File: src/sv/cre_pkg.sv
// Shared types and constants of the character range expander.
`timescale 1ns / 1ps

package cre_pkg;

  // Code of the dash that joins the two ends of a range.
  localparam logic [7:0] DASH_CODE = 8'h2D;

  // Fill level of the two-byte window.
  localparam logic [1:0] FILL_EMPTY = 2'd0;
  localparam logic [1:0] FILL_ONE   = 2'd1;
  localparam logic [1:0] FILL_FULL  = 2'd2;

  // Depth of the command queue between front and back.
  localparam int unsigned QDEPTH = 2;

  typedef enum logic [1:0] {
    CLS_NONE  = 2'd0,
    CLS_LOWER = 2'd1,
    CLS_UPPER = 2'd2,
    CLS_DIGIT = 2'd3
  } char_class_t;

  // One command describes every output byte that one accepted input byte causes:
  // an optional run lo..hi (a literal has lo equal to hi), then up to two
  // flushed window bytes.
  typedef struct packed {
    logic       run_vld;
    logic [7:0] run_lo;
    logic [7:0] run_hi;
    logic [1:0] flush_cnt;
    logic [7:0] flush0;
    logic [7:0] flush1;
    logic       last;
  } cmd_t;

  function automatic char_class_t char_class(input logic [7:0] c);
    char_class_t k;
    k = CLS_NONE;
    if (c >= 8'h61 && c <= 8'h7A) begin
      k = CLS_LOWER;
    end else if (c >= 8'h41 && c <= 8'h5A) begin
      k = CLS_UPPER;
    end else if (c >= 8'h30 && c <= 8'h39) begin
      k = CLS_DIGIT;
    end
    return k;
  endfunction

endpackage

File: src/sv/cre_front.sv
// Front end: keeps the byte window and turns each input byte into a command.
`timescale 1ns / 1ps

module cre_front
  import cre_pkg::*;
(
  input  logic       clk,
  input  logic       rst_n,
  input  logic       accept,
  input  logic [7:0] in_char,
  input  logic       in_last,
  output logic       cmd_push,
  output cmd_t       cmd
);

  logic [7:0]  win0_r, win0_nxt;
  logic [7:0]  win1_r, win1_nxt;
  logic [1:0]  fill_r, fill_nxt;
  char_class_t cls0;
  char_class_t clsc;
  logic        is_range;

  assign cls0 = char_class(win0_r);
  assign clsc = char_class(in_char);
  assign is_range = (win1_r == DASH_CODE) && (cls0 != CLS_NONE) && (cls0 == clsc) &&
                    (win0_r < in_char);

  always_comb begin
    cmd      = '0;
    win0_nxt = win0_r;
    win1_nxt = win1_r;
    fill_nxt = fill_r;
    priority if (fill_r == FILL_FULL) begin
      cmd.run_vld = 1'b1;
      cmd.run_lo  = win0_r;
      cmd.run_hi  = is_range ? in_char : win0_r;
      if (is_range) begin
        fill_nxt = FILL_EMPTY;
      end else begin
        win0_nxt = win1_r;
        win1_nxt = in_char;
      end
    end else if (fill_r == FILL_ONE) begin
      win1_nxt = in_char;
      fill_nxt = FILL_FULL;
    end else begin
      win0_nxt = in_char;
      fill_nxt = FILL_ONE;
    end
    // The fill level after the step is also the number of bytes to flush.
    cmd.flush0    = win0_nxt;
    cmd.flush1    = win1_nxt;
    cmd.flush_cnt = in_last ? fill_nxt : FILL_EMPTY;
    cmd.last      = in_last;
    if (in_last) begin
      fill_nxt = FILL_EMPTY;
      win0_nxt = '0;
      win1_nxt = '0;
    end
  end

  assign cmd_push = accept && (cmd.run_vld || in_last);

  always_ff @(posedge clk) begin
    if (!rst_n) begin
      fill_r <= FILL_EMPTY;
      win0_r <= '0;
      win1_r <= '0;
    end else if (accept) begin
      fill_r <= fill_nxt;
      win0_r <= win0_nxt;
      win1_r <= win1_nxt;
    end
  end

endmodule

File: src/sv/cre_queue.sv
// Short command queue that decouples the front end from the back end.
`timescale 1ns / 1ps

module cre_queue
  import cre_pkg::*;
(
  input  logic clk,
  input  logic rst_n,
  input  logic wr_en,
  input  cmd_t wr_data,
  input  logic rd_en,
  output logic full,
  output logic vld,
  output cmd_t rd_data
);

  localparam int unsigned PW = (QDEPTH > 1) ? $clog2(QDEPTH) : 1;
  localparam int unsigned CW = $clog2(QDEPTH + 1);

  cmd_t          slot_r [QDEPTH];
  logic [PW-1:0] wr_ptr_r, wr_ptr_nxt;
  logic [PW-1:0] rd_ptr_r, rd_ptr_nxt;
  logic [CW-1:0] cnt_r, cnt_nxt;

  assign full    = (cnt_r == CW'(QDEPTH));
  assign vld     = (cnt_r != '0);
  assign rd_data = slot_r[rd_ptr_r];

  always_comb begin
    wr_ptr_nxt = wr_ptr_r;
    rd_ptr_nxt = rd_ptr_r;
    cnt_nxt    = cnt_r;
    if (wr_en) begin
      wr_ptr_nxt = (wr_ptr_r == PW'(QDEPTH - 1)) ? '0 : wr_ptr_r + 1'b1;
    end
    if (rd_en) begin
      rd_ptr_nxt = (rd_ptr_r == PW'(QDEPTH - 1)) ? '0 : rd_ptr_r + 1'b1;
    end
    if (wr_en && !rd_en) begin
      cnt_nxt = cnt_r + 1'b1;
    end else if (rd_en && !wr_en) begin
      cnt_nxt = cnt_r - 1'b1;
    end
  end

  always_ff @(posedge clk) begin
    if (!rst_n) begin
      wr_ptr_r <= '0;
      rd_ptr_r <= '0;
      cnt_r    <= '0;
    end else begin
      wr_ptr_r <= wr_ptr_nxt;
      rd_ptr_r <= rd_ptr_nxt;
      cnt_r    <= cnt_nxt;
    end
  end

  always_ff @(posedge clk) begin
    if (wr_en) begin
      slot_r[wr_ptr_r] <= wr_data;
    end
  end

endmodule

File: src/sv/cre_back.sv
// Back end: walks each command one output byte per cycle into the output register, unless the receiver stalls it.
`timescale 1ns / 1ps

module cre_back
  import cre_pkg::*;
(
  input  logic       clk,
  input  logic       rst_n,
  input  logic       head_vld,
  input  cmd_t       head,
  output logic       head_pop,
  input  logic       out_pop,
  output logic       out_empty,
  output logic [7:0] out_char,
  output logic       out_last
);

  typedef enum logic [2:0] {
    PH_RUN = 3'b001,
    PH_FL0 = 3'b010,
    PH_FL1 = 3'b100
  } phase_t;

  phase_t     phase_r, phase_nxt;
  logic       started_r, started_nxt;
  logic [7:0] cur_r, cur_nxt;
  logic       out_vld_r;
  logic [7:0] out_char_r;
  logic       out_last_r;

  logic       emit;
  logic       eff_run;
  logic       eff_fl0;
  logic [7:0] byte_val;
  logic       is_final;

  assign emit = head_vld && (!out_vld_r || out_pop);

  // A command with no run starts directly at its first flushed byte.
  assign eff_run = (phase_r == PH_RUN) && head.run_vld;
  assign eff_fl0 = ((phase_r == PH_RUN) && !head.run_vld) || (phase_r == PH_FL0);

  always_comb begin
    phase_nxt   = phase_r;
    started_nxt = started_r;
    cur_nxt     = cur_r;
    if (eff_run) begin
      byte_val = started_r ? cur_r : head.run_lo;
      is_final = (byte_val == head.run_hi) && (head.flush_cnt == FILL_EMPTY);
    end else if (eff_fl0) begin
      byte_val = head.flush0;
      is_final = (head.flush_cnt == FILL_ONE);
    end else begin
      byte_val = head.flush1;
      is_final = 1'b1;
    end
    if (emit) begin
      if (is_final) begin
        phase_nxt   = PH_RUN;
        started_nxt = 1'b0;
      end else if (eff_run) begin
        if (byte_val == head.run_hi) begin
          phase_nxt   = PH_FL0;
          started_nxt = 1'b0;
        end else begin
          cur_nxt     = byte_val + 8'd1;
          started_nxt = 1'b1;
        end
      end else begin
        phase_nxt = PH_FL1;
      end
    end
  end

  assign head_pop = emit && is_final;

  always_ff @(posedge clk) begin
    if (!rst_n) begin
      phase_r   <= PH_RUN;
      started_r <= 1'b0;
      out_vld_r <= 1'b0;
    end else begin
      phase_r   <= phase_nxt;
      started_r <= started_nxt;
      if (emit) begin
        out_vld_r <= 1'b1;
      end else if (out_pop) begin
        out_vld_r <= 1'b0;
      end
    end
  end

  always_ff @(posedge clk) begin
    cur_r <= cur_nxt;
    if (emit) begin
      out_char_r <= byte_val;
      out_last_r <= is_final && head.last;
    end
  end

  assign out_empty = !out_vld_r;
  assign out_char  = out_char_r;
  assign out_last  = out_last_r;

endmodule

File: src/sv/char_range_expander.sv
// Top level of the character range expander: front end, command queue, back end.
`timescale 1ns / 1ps

// The block expands ranges such as a-e, K-P or 2-7 in a byte stream into every
// code from the first end to the second. Bytes enter through a queue-style port
// (push/full) with a flag on the final byte of each string, and expanded bytes
// leave through a queue-style port (empty/pop), the final byte of each string
// flagged. A range forms only when both ends are lowercase letters, both are
// uppercase letters or both are digits and the first end is below the second;
// anything else passes through literally. After a range, scanning starts afresh,
// so a-b-c gives ab-c. The front end accepts one input transaction per cycle
// and turns it into a command for the back end; the back end produces one output
// byte per cycle unless the receiver stalls. An input byte causes 1 output byte
// as a literal, up to 26 in a full a..z range, up to 3 as a final byte that
// flushes the window. A two-entry command queue sits between the halves, so
// the front end runs ahead while a range is being expanded and stalls (full
// high) only once that queue is full. A command enters the queue at the
// accepting edge and, with nothing ahead of it and the output register free,
// reaches the output register at the next edge, where its first output byte
// can be popped.
module char_range_expander
  import cre_pkg::*;
(
  input  logic       clk,
  input  logic       rst_n,
  input  logic       in_push,
  input  logic [7:0] in_char,
  input  logic       in_last,
  output logic       in_full,
  input  logic       out_pop,
  output logic       out_empty,
  output logic [7:0] out_char,
  output logic       out_last
);

  logic accept;
  logic cmd_push;
  cmd_t cmd;
  logic q_full;
  logic q_vld;
  cmd_t q_head;
  logic q_pop;

  // An input transaction is taken whenever the command queue has room; the
  // front end only pushes a command when the byte actually produces output.
  assign in_full = q_full;
  assign accept  = in_push && !q_full;

  cre_front u_front (
    .clk      (clk),
    .rst_n    (rst_n),
    .accept   (accept),
    .in_char  (in_char),
    .in_last  (in_last),
    .cmd_push (cmd_push),
    .cmd      (cmd)
  );

  cre_queue u_queue (
    .clk     (clk),
    .rst_n   (rst_n),
    .wr_en   (cmd_push),
    .wr_data (cmd),
    .rd_en   (q_pop),
    .full    (q_full),
    .vld     (q_vld),
    .rd_data (q_head)
  );

  cre_back u_back (
    .clk       (clk),
    .rst_n     (rst_n),
    .head_vld  (q_vld),
    .head      (q_head),
    .head_pop  (q_pop),
    .out_pop   (out_pop),
    .out_empty (out_empty),
    .out_char  (out_char),
    .out_last  (out_last)
  );

endmodule

File: config.mk
export PLATFORM = sky130hd
export DESIGN_NAME = char_range_expander
export DESIGN_NICKNAME = d
export VERILOG_FILES = /design/src/sv/cre_pkg.sv /design/src/sv/cre_front.sv /design/src/sv/cre_queue.sv /design/src/sv/cre_back.sv /design/src/sv/char_range_expander.sv
export SDC_FILE = /design/constraint.sdc
export NUM_CORES = 1
export LEC_CHECK = 0
export BUFFER_PORTS_ARGS = -buffer_cell sky130_fd_sc_hd__buf_4
export CAP_MARGIN = 5
export CORE_MARGIN = 2
export CORE_UTILIZATION = 35
export DETAILED_ROUTE_END_ITERATION = 8
export PLACE_DENSITY_LB_ADDON = 0.2
export SYNTH_ARGS = -nofsm -noshare
export SYNTH_HDL_FRONTEND = slang
export SYNTH_SLANG_ARGS = --single-unit
File: constraint.sdc
create_clock -name clk -period 4.7 [get_ports clk]
set_input_delay 0.47 -clock clk [delete_from_list [all_inputs] [get_ports clk]]
set_output_delay 0.47 -clock clk [all_outputs]
set_load 0.03 [all_outputs]
Word-level counts from Yosys, hierarchy flattened
Memories as Yosys holds them, arrays and structs flattened. A register that Yosys moved wholly into a read port is not among the register bits. Cells that the tools add are included.

Memory bits (writable): 72. Output and inout port bits: 11. Register bits: 44. Logic and storage cells: 122. Memory bits (read-only): 0. Bits in latches: 0. Memories: 1. Bits of input ports: 13.

$mul: 0. Equal/unequal tests: 11. Divide/modulo/power cells: 0. Reduce and logical (&&, ||, !) cells: 36. Mux-type cells: 42. Shift-type cells: 0. Bitwise logic cells: 2. Magnitude comparators: 13. Add/subtract/negate cells: 5.

Memory list: u_queue.slot_r (depth 2, bits a word 36, read ports 1, clocked after Yosys merged registers in 1, write ports 1, RTL line cre_queue.sv:20) `cmd_t slot_r [QDEPTH];`.

Operator list (count): 8-bit two-way mux (12); 8-bit by 7-bit greater-or-equal comparator with 1-bit output (second input constant) (4); 8-bit by 7-bit <= comparator with 1-bit output (second input constant) (4); 2-bit two-way mux (13); 1-bit logical AND (19); 17-bit two-way mux (1); 8-bit equality test (2); 8-bit by 6-bit greater-or-equal comparator with 1-bit output (second input constant) (2); 8-bit by 6-bit <= comparator with 1-bit output (second input constant) (2); 1-bit two-way mux (13); 2-bit nonzero test (5); 3-bit two-way mux (3); 8-bit by 1-bit adder with 8-bit output (second input constant) (1); 8-bit by 6-bit equality test with 1-bit output (second input constant) (1); 8-bit less-than comparator (1); 1-bit zero test (5); 2-bit by 1-bit equality test with 1-bit output (second input constant) (2); 2-bit equality test (second input constant) (2); 2-bit AND reduction (2); 4-bit AND reduction (1); 3-bit by 1-bit equality test with 1-bit output (second input constant) (1); 3-bit by 2-bit equality test with 1-bit output (second input constant) (1); 1-bit logical OR (3); 3-bit != test (second input constant) (1); 6 further kinds (8).

Longest topological paths before layout
Word-level depth: 17. Mapped depth: 12. Depth with buffers taken out: 10.

Hierarchy
A second synthesis with hierarchy kept.

Cells, all modules: 516. Area total of the unflattened synthesis: 6027.0 um2.

Modules (own cells, without submodules): cre_queue (times used 1, area an instance 2827.7 um2, cells each 134, seq. area each 2262.2 um2); cre_front (times used 1, area an instance 1635.3 um2, cells each 225, seq. area each 360.3 um2); cre_back (times used 1, area an instance 1550.2 um2, cells each 156, seq. area each 610.6 um2); char_range_expander (times used 1, area an instance 13.8 um2, cells each 1, seq. area each 0.0 um2).

Worst setup path before layout
No wires, ideal clock.

Path kind: register to register. Start: reg u_front.fill_r[1]. End: mem u_queue.slot_r[0][0] in the netlist's numbering, enable pin. Cell stages (with the launch flop): 6. Arrival time: 2.727 ns. Path buffers: 2. Setup slack: 1.543 ns. Path through: dfxtp_1 ha_1 clkbuf_1 clkbuf_1 o21bai_1 nor2_1.

RTL lines: start: declaration (RTL line cre_front.sv:18) `logic [1:0] fill_r, fill_nxt;`; start signal: assignment (RTL line cre_front.sv:70) `fill_r <= fill_nxt;`; end: declaration (RTL line cre_queue.sv:20).

==> run_summary.xml <==
<?xml version="1.0" encoding="UTF-8"?>
<metrics>
  <group name="routing">
    <metric name="post_drt_wl_per_cell" unit="microns">19.3</metric>
    <metric name="drt-pass1-iter-count" unit="">5</metric>
    <metric name="detail-route-antenna-nets" unit="">0</metric>
    <metric name="detail_route.vias_per_cell" unit="">5.61</metric>
    <metric name="drtIter0Drc" unit="">434</metric>
    <metric name="dr_total_vias" unit="">4766</metric>
    <metric name="remaining_drc_errors" unit="">0</metric>
    <metric name="drt_wl_total" unit="mm">16.4</metric>
  </group>
  <group name="cts">
    <metric name="hold_buffers" unit="">0</metric>
    <metric name="cts_num_sinks" unit="">117</metric>
    <metric name="post_cts_resize_count" unit="">0</metric>
    <metric name="clock_insertion_delay_worst_skew" unit="ns">0.41</metric>
    <metric name="tritoncts" unit="">yes</metric>
    <metric name="cts.repair_timing.setup_buffer_count" unit="">0</metric>
    <metric name="cts.reportedPaths.clkPinSlew" unit="ns">0.05</metric>
    <metric name="numCtsBuffers" unit="">17</metric>
    <metric name="htree_num_levels" unit="">4</metric>
    <metric name="root_buffer" unit="">clkbuf_16</metric>
    <metric name="ctsLongestPathBuffers" unit="">2</metric>
  </group>
  <group name="sta">
    <metric name="hold_viol" unit="">0</metric>
    <metric name="fmaxAchievable" unit="MHz">281</metric>
    <metric name="timing_worst_slew_pin_value" unit="ns">1.08</metric>
    <metric name="post_route_clock_period_utilization" unit="%">75.8</metric>
    <metric name="maxSlewHeadroom" unit="%">27.8</metric>
    <metric name="totalNegativeSetupSlack" unit="ns">0</metric>
    <metric name="finalSetupViolCount" unit="">0</metric>
    <metric name="worst_clock_skew" unit="ns">0.00733</metric>
    <metric name="rsz0062_at_grt" unit="">no</metric>
    <metric name="final.setup.worst_slack" unit="ns">1.14</metric>
    <metric name="finalCriticalPeriod" unit="ns">3.56</metric>
    <metric name="maxSlewViolCount" unit="">0</metric>
  </group>
  <group name="floorplan">
    <metric name="io-pin-count" unit="">24</metric>
    <metric name="die_h" unit="microns">138</metric>
    <metric name="floorplan.die.width" unit="microns">138</metric>
    <metric name="floorplan.initialDensity" unit="%">36.0</metric>
    <metric name="core_area" unit="sq um">17400</metric>
    <metric name="die_area" unit="sq um">18900</metric>
    <metric name="fp-row-count" unit="">48</metric>
  </group>
  <group name="logic_synthesis">
    <metric name="synth_cells" unit="">595</metric>
    <metric name="cell_types_occupying_the_most_area_after_synthesis" unit="">edfxtp_1 (43%), dfxtp_1 (9.0%), mux2i_1 (4.2%)</metric>
    <metric name="post-synth-top-area-fraction" unit="%">42.8</metric>
    <metric name="post-synth-top-area-cell" unit="">edfxtp_1</metric>
    <metric name="syn_avg_cell_area" unit="sq um">10.5</metric>
    <metric name="synthesis.yosys.warnings" unit="">0</metric>
    <metric name="post_synth_num_cell_types" unit="">64</metric>
    <metric name="synth_enable_flop_cells" unit="">89</metric>
    <metric name="syn-cell-area" unit="sq um">6250</metric>
    <metric name="ys_seq_elements" unit="">117</metric>
    <metric name="async_reset_ff_share" unit="%">0</metric>
    <metric name="yosysSeqAreaShare" unit="%">51.7</metric>
    <metric name="synth_ff_type" unit="">edfxtp_1</metric>
    <metric name="syn-num-nets" unit="">619</metric>
  </group>
  <group name="place">
    <metric name="dp_worst_setup_slack" unit="ns">1.17</metric>
    <metric name="hpwlAfterDp" unit="mm">12.2</metric>
    <metric name="dpl_cell_area" unit="sq um">6610</metric>
    <metric name="gp_routability_congestion" unit="">0.872</metric>
    <metric name="place.port_buffers" unit="">23</metric>
  </group>
  <group name="worst_setup_path">
    <metric name="critical_path_class" unit="">reg2reg</metric>
    <metric name="worst_r2r_path_depth" unit="">9</metric>
    <metric name="critical_path_depth" unit="">9</metric>
    <metric name="crit_path_end_kind" unit="">flop</metric>
    <metric name="worst-path-buf-inv" unit="">2</metric>
    <metric name="worst_path_max_stage_delay" unit="ns">0.69</metric>
    <metric name="crit_top_cell" unit="">buf_4</metric>
    <metric name="worstPathMaxFanout" unit="">42</metric>
    <metric name="critical_path.slowest_cell" unit="">dfxtp_2</metric>
    <metric name="worst_ep_arrival_time" unit="ns">3.71</metric>
    <metric name="timing.critical_path.required" unit="ns">4.85</metric>
    <metric name="critical_path_cell_list" unit="">buf_4 -&gt; mux2i_1 -&gt; a21oi_1 -&gt; buf_4 -&gt; o221ai_1 -&gt; o21ai_0 -&gt; nand4_1 -&gt; nor3b_1 -&gt; xor2_1</metric>
    <metric name="worst_path_dominant_cell_family" unit="">compound AO/OA/AOI/OAI gates</metric>
    <metric name="startpoint_type" unit="">flop</metric>
  </group>
  <group name="global_routing">
    <metric name="grt_start_max_net_pins" unit="">43</metric>
    <metric name="first_global_vias" unit="">4703</metric>
    <metric name="grt_antenna_before_repair" unit="">0</metric>
    <metric name="globalRouteOverflowTotal" unit="">0</metric>
    <metric name="grt_use_total" unit="%">18.5</metric>
    <metric name="first_pass_grt_wire_length" unit="mm">26.1</metric>
  </group>
  <group name="pwr">
    <metric name="vdd_drop_max" unit="uV">320</metric>
    <metric name="power.density" unit="nW/um^2">598</metric>
    <metric name="static-leakage-power" unit="uW">0.00251</metric>
  </group>
  <group name="finish">
    <metric name="utilization" unit="%">41.3</metric>
    <metric name="final_layout_size_suffix_gt1_share" unit="%">12.2</metric>
    <metric name="final_cell_mix" unit="">edfxtp_1 (89), o21ai_0 (52), nand2_1 (52), inv_1 (35), nor2_1 (32)</metric>
    <metric name="area_growth" unit="%">14.8</metric>
    <metric name="final_net_count" unit="">636</metric>
    <metric name="antennaDiodeCount" unit="">0</metric>
    <metric name="finish.instance_area" unit="sq um">7180</metric>
    <metric name="most_common_cell_after_layout_fill_and_taps_aside" unit="">edfxtp_1</metric>
  </group>
  <group name="outcome">
    <metric name="outcome" unit="">finished clean</metric>
  </group>
  <group name="run">
    <metric name="max-cap-violations" unit="">0</metric>
  </group>
  <group name="min_path">
    <metric name="hold-path-cell-count" unit="">2</metric>
    <metric name="hp-class" unit="">in2reg</metric>
  </group>
</metrics>
## power by group
| part | internal [uW] | switching, uW | total, uW |
|---|---|---|---|
| clock network | 772 | 449 | 1220 |
| registers | 1380 | 172 | 1550 |
| logic | 578 | 943 | 1520 |
## cell usage after synthesis (3+ instances only)
cell type / count
nor3_1: 8
and2_1: 18
nor4_1: 3
a211oi_1: 4
o21ai_0: 52
o21bai_1: 3
buf_4: 3
a31oi_1: 5
and3_1: 3
xor2_1: 6
a221oi_1: 3
o311ai_0: 4
ha_1: 11
a32o_1: 4
o22ai_1: 4
mux2i_1: 26
nor2b_1: 8
nor3b_1: 8
nand4_1: 5
a21oi_1: 22
inv_1: 35
a21o_1: 4
o31ai_1: 8
o2111ai_1: 8
or3_1: 5
edfxtp_1: 89
mux2_2: 11
dfxtp_1: 28
nor2_1: 34
o21a_1: 6
nand3_1: 10
o21ai_1: 3
nand2_1: 52
and3b_1: 3
or4_1: 3
buf_2: 9
xnor2_1: 9
nand2b_1: 12
a22oi_1: 11
clkbuf_1: 16
o211ai_1: 6
## sequential cells by signal, summed over array words and instances (netlist names), named ones only
name and count:
u_back.out_last 1, u_queue.wr_ptr_r 1, u_front.win0_r 8, u_queue.cnt_r 2, u_front.fill_r 2, u_back.started_r 1, u_front.win1_r 8, u_back.cur_r 8
u_queue.rd_ptr_r 1, u_back.out_char 8, u_back.out_vld_r 1, u_back.phase_r 3, u_queue.slot_r 72
## through the flow
step                      std cells  hold WS [ns]  total power, uW
final                           850         0.321             4290
after global routing            850         0.320             4530
after global placement          818         0.487             3070
after CTS                       850         0.309             4310
after floorplan                 595         0.468             2640
after detailed placement        818         0.501             3080
## worst paths after layout
kind	startpoint	end	slack (ns)
max	flop	u_back.cur_r[7]	1.14
max reg2reg	flop	u_back.cur_r[7]	1.14
min reg2reg	u_front.win1_r[7]	u_front.win1_r[7]	0.52
min	rst_n	u_back.phase_r[0]	0.32
## cell families after synthesis
logic type / count (synthesis) / synth area share, %
AOI/OAI and AO/OA: 170 / 18.3
xor gates and xnor gates: 15 / 2.10
adders and majority gates: 11 / 2.20
buffers and inverters: 64 / 4.32
DFF: 117 / 51.7
muxes: 38 / 6.51
and+or+nand+nor: 180 / 14.9
## cell type report
| class | instances | area, sq um |
|---|---|---|
| Timing Repair Buffer | 27 | 203 |
| Fill cell | 1666 | 10200 |
| Clock inverter | 14 | 136 |
| Multi-Input combinational cell | 414 | 2760 |
| Clock buffer | 18 | 429 |
| Inverter | 35 | 131 |
| Sequential cell | 117 | 3230 |
| Tap cell | 225 | 282 |
## worst register-to-register path, cell delays in order (launching register included)
cell and delay (ns):
dfxtp_2 0.69, buf_4 0.49, mux2i_1 0.20, a21oi_1 0.15, buf_4 0.23, o221ai_1 0.26
o21ai_0 0.60, nand4_1 0.27, nor3b_1 0.31, xor2_1 0.10
## per-layer routing
| metal | track usage, % | routed length, microns | vias up |
|---|---|---|---|
| met5 | 0 | 0 | - |
| met4 | 6.87 | 331 | 0 |
| met3 | 4.08 | 896 | 26 |
| met2 | 29.9 | 7800 | 155 |
| met1 | 24.3 | 7420 | 2313 |
| li1 | - | - | 2272 |
Note: power is estimated with default switching activity, not from simulation.
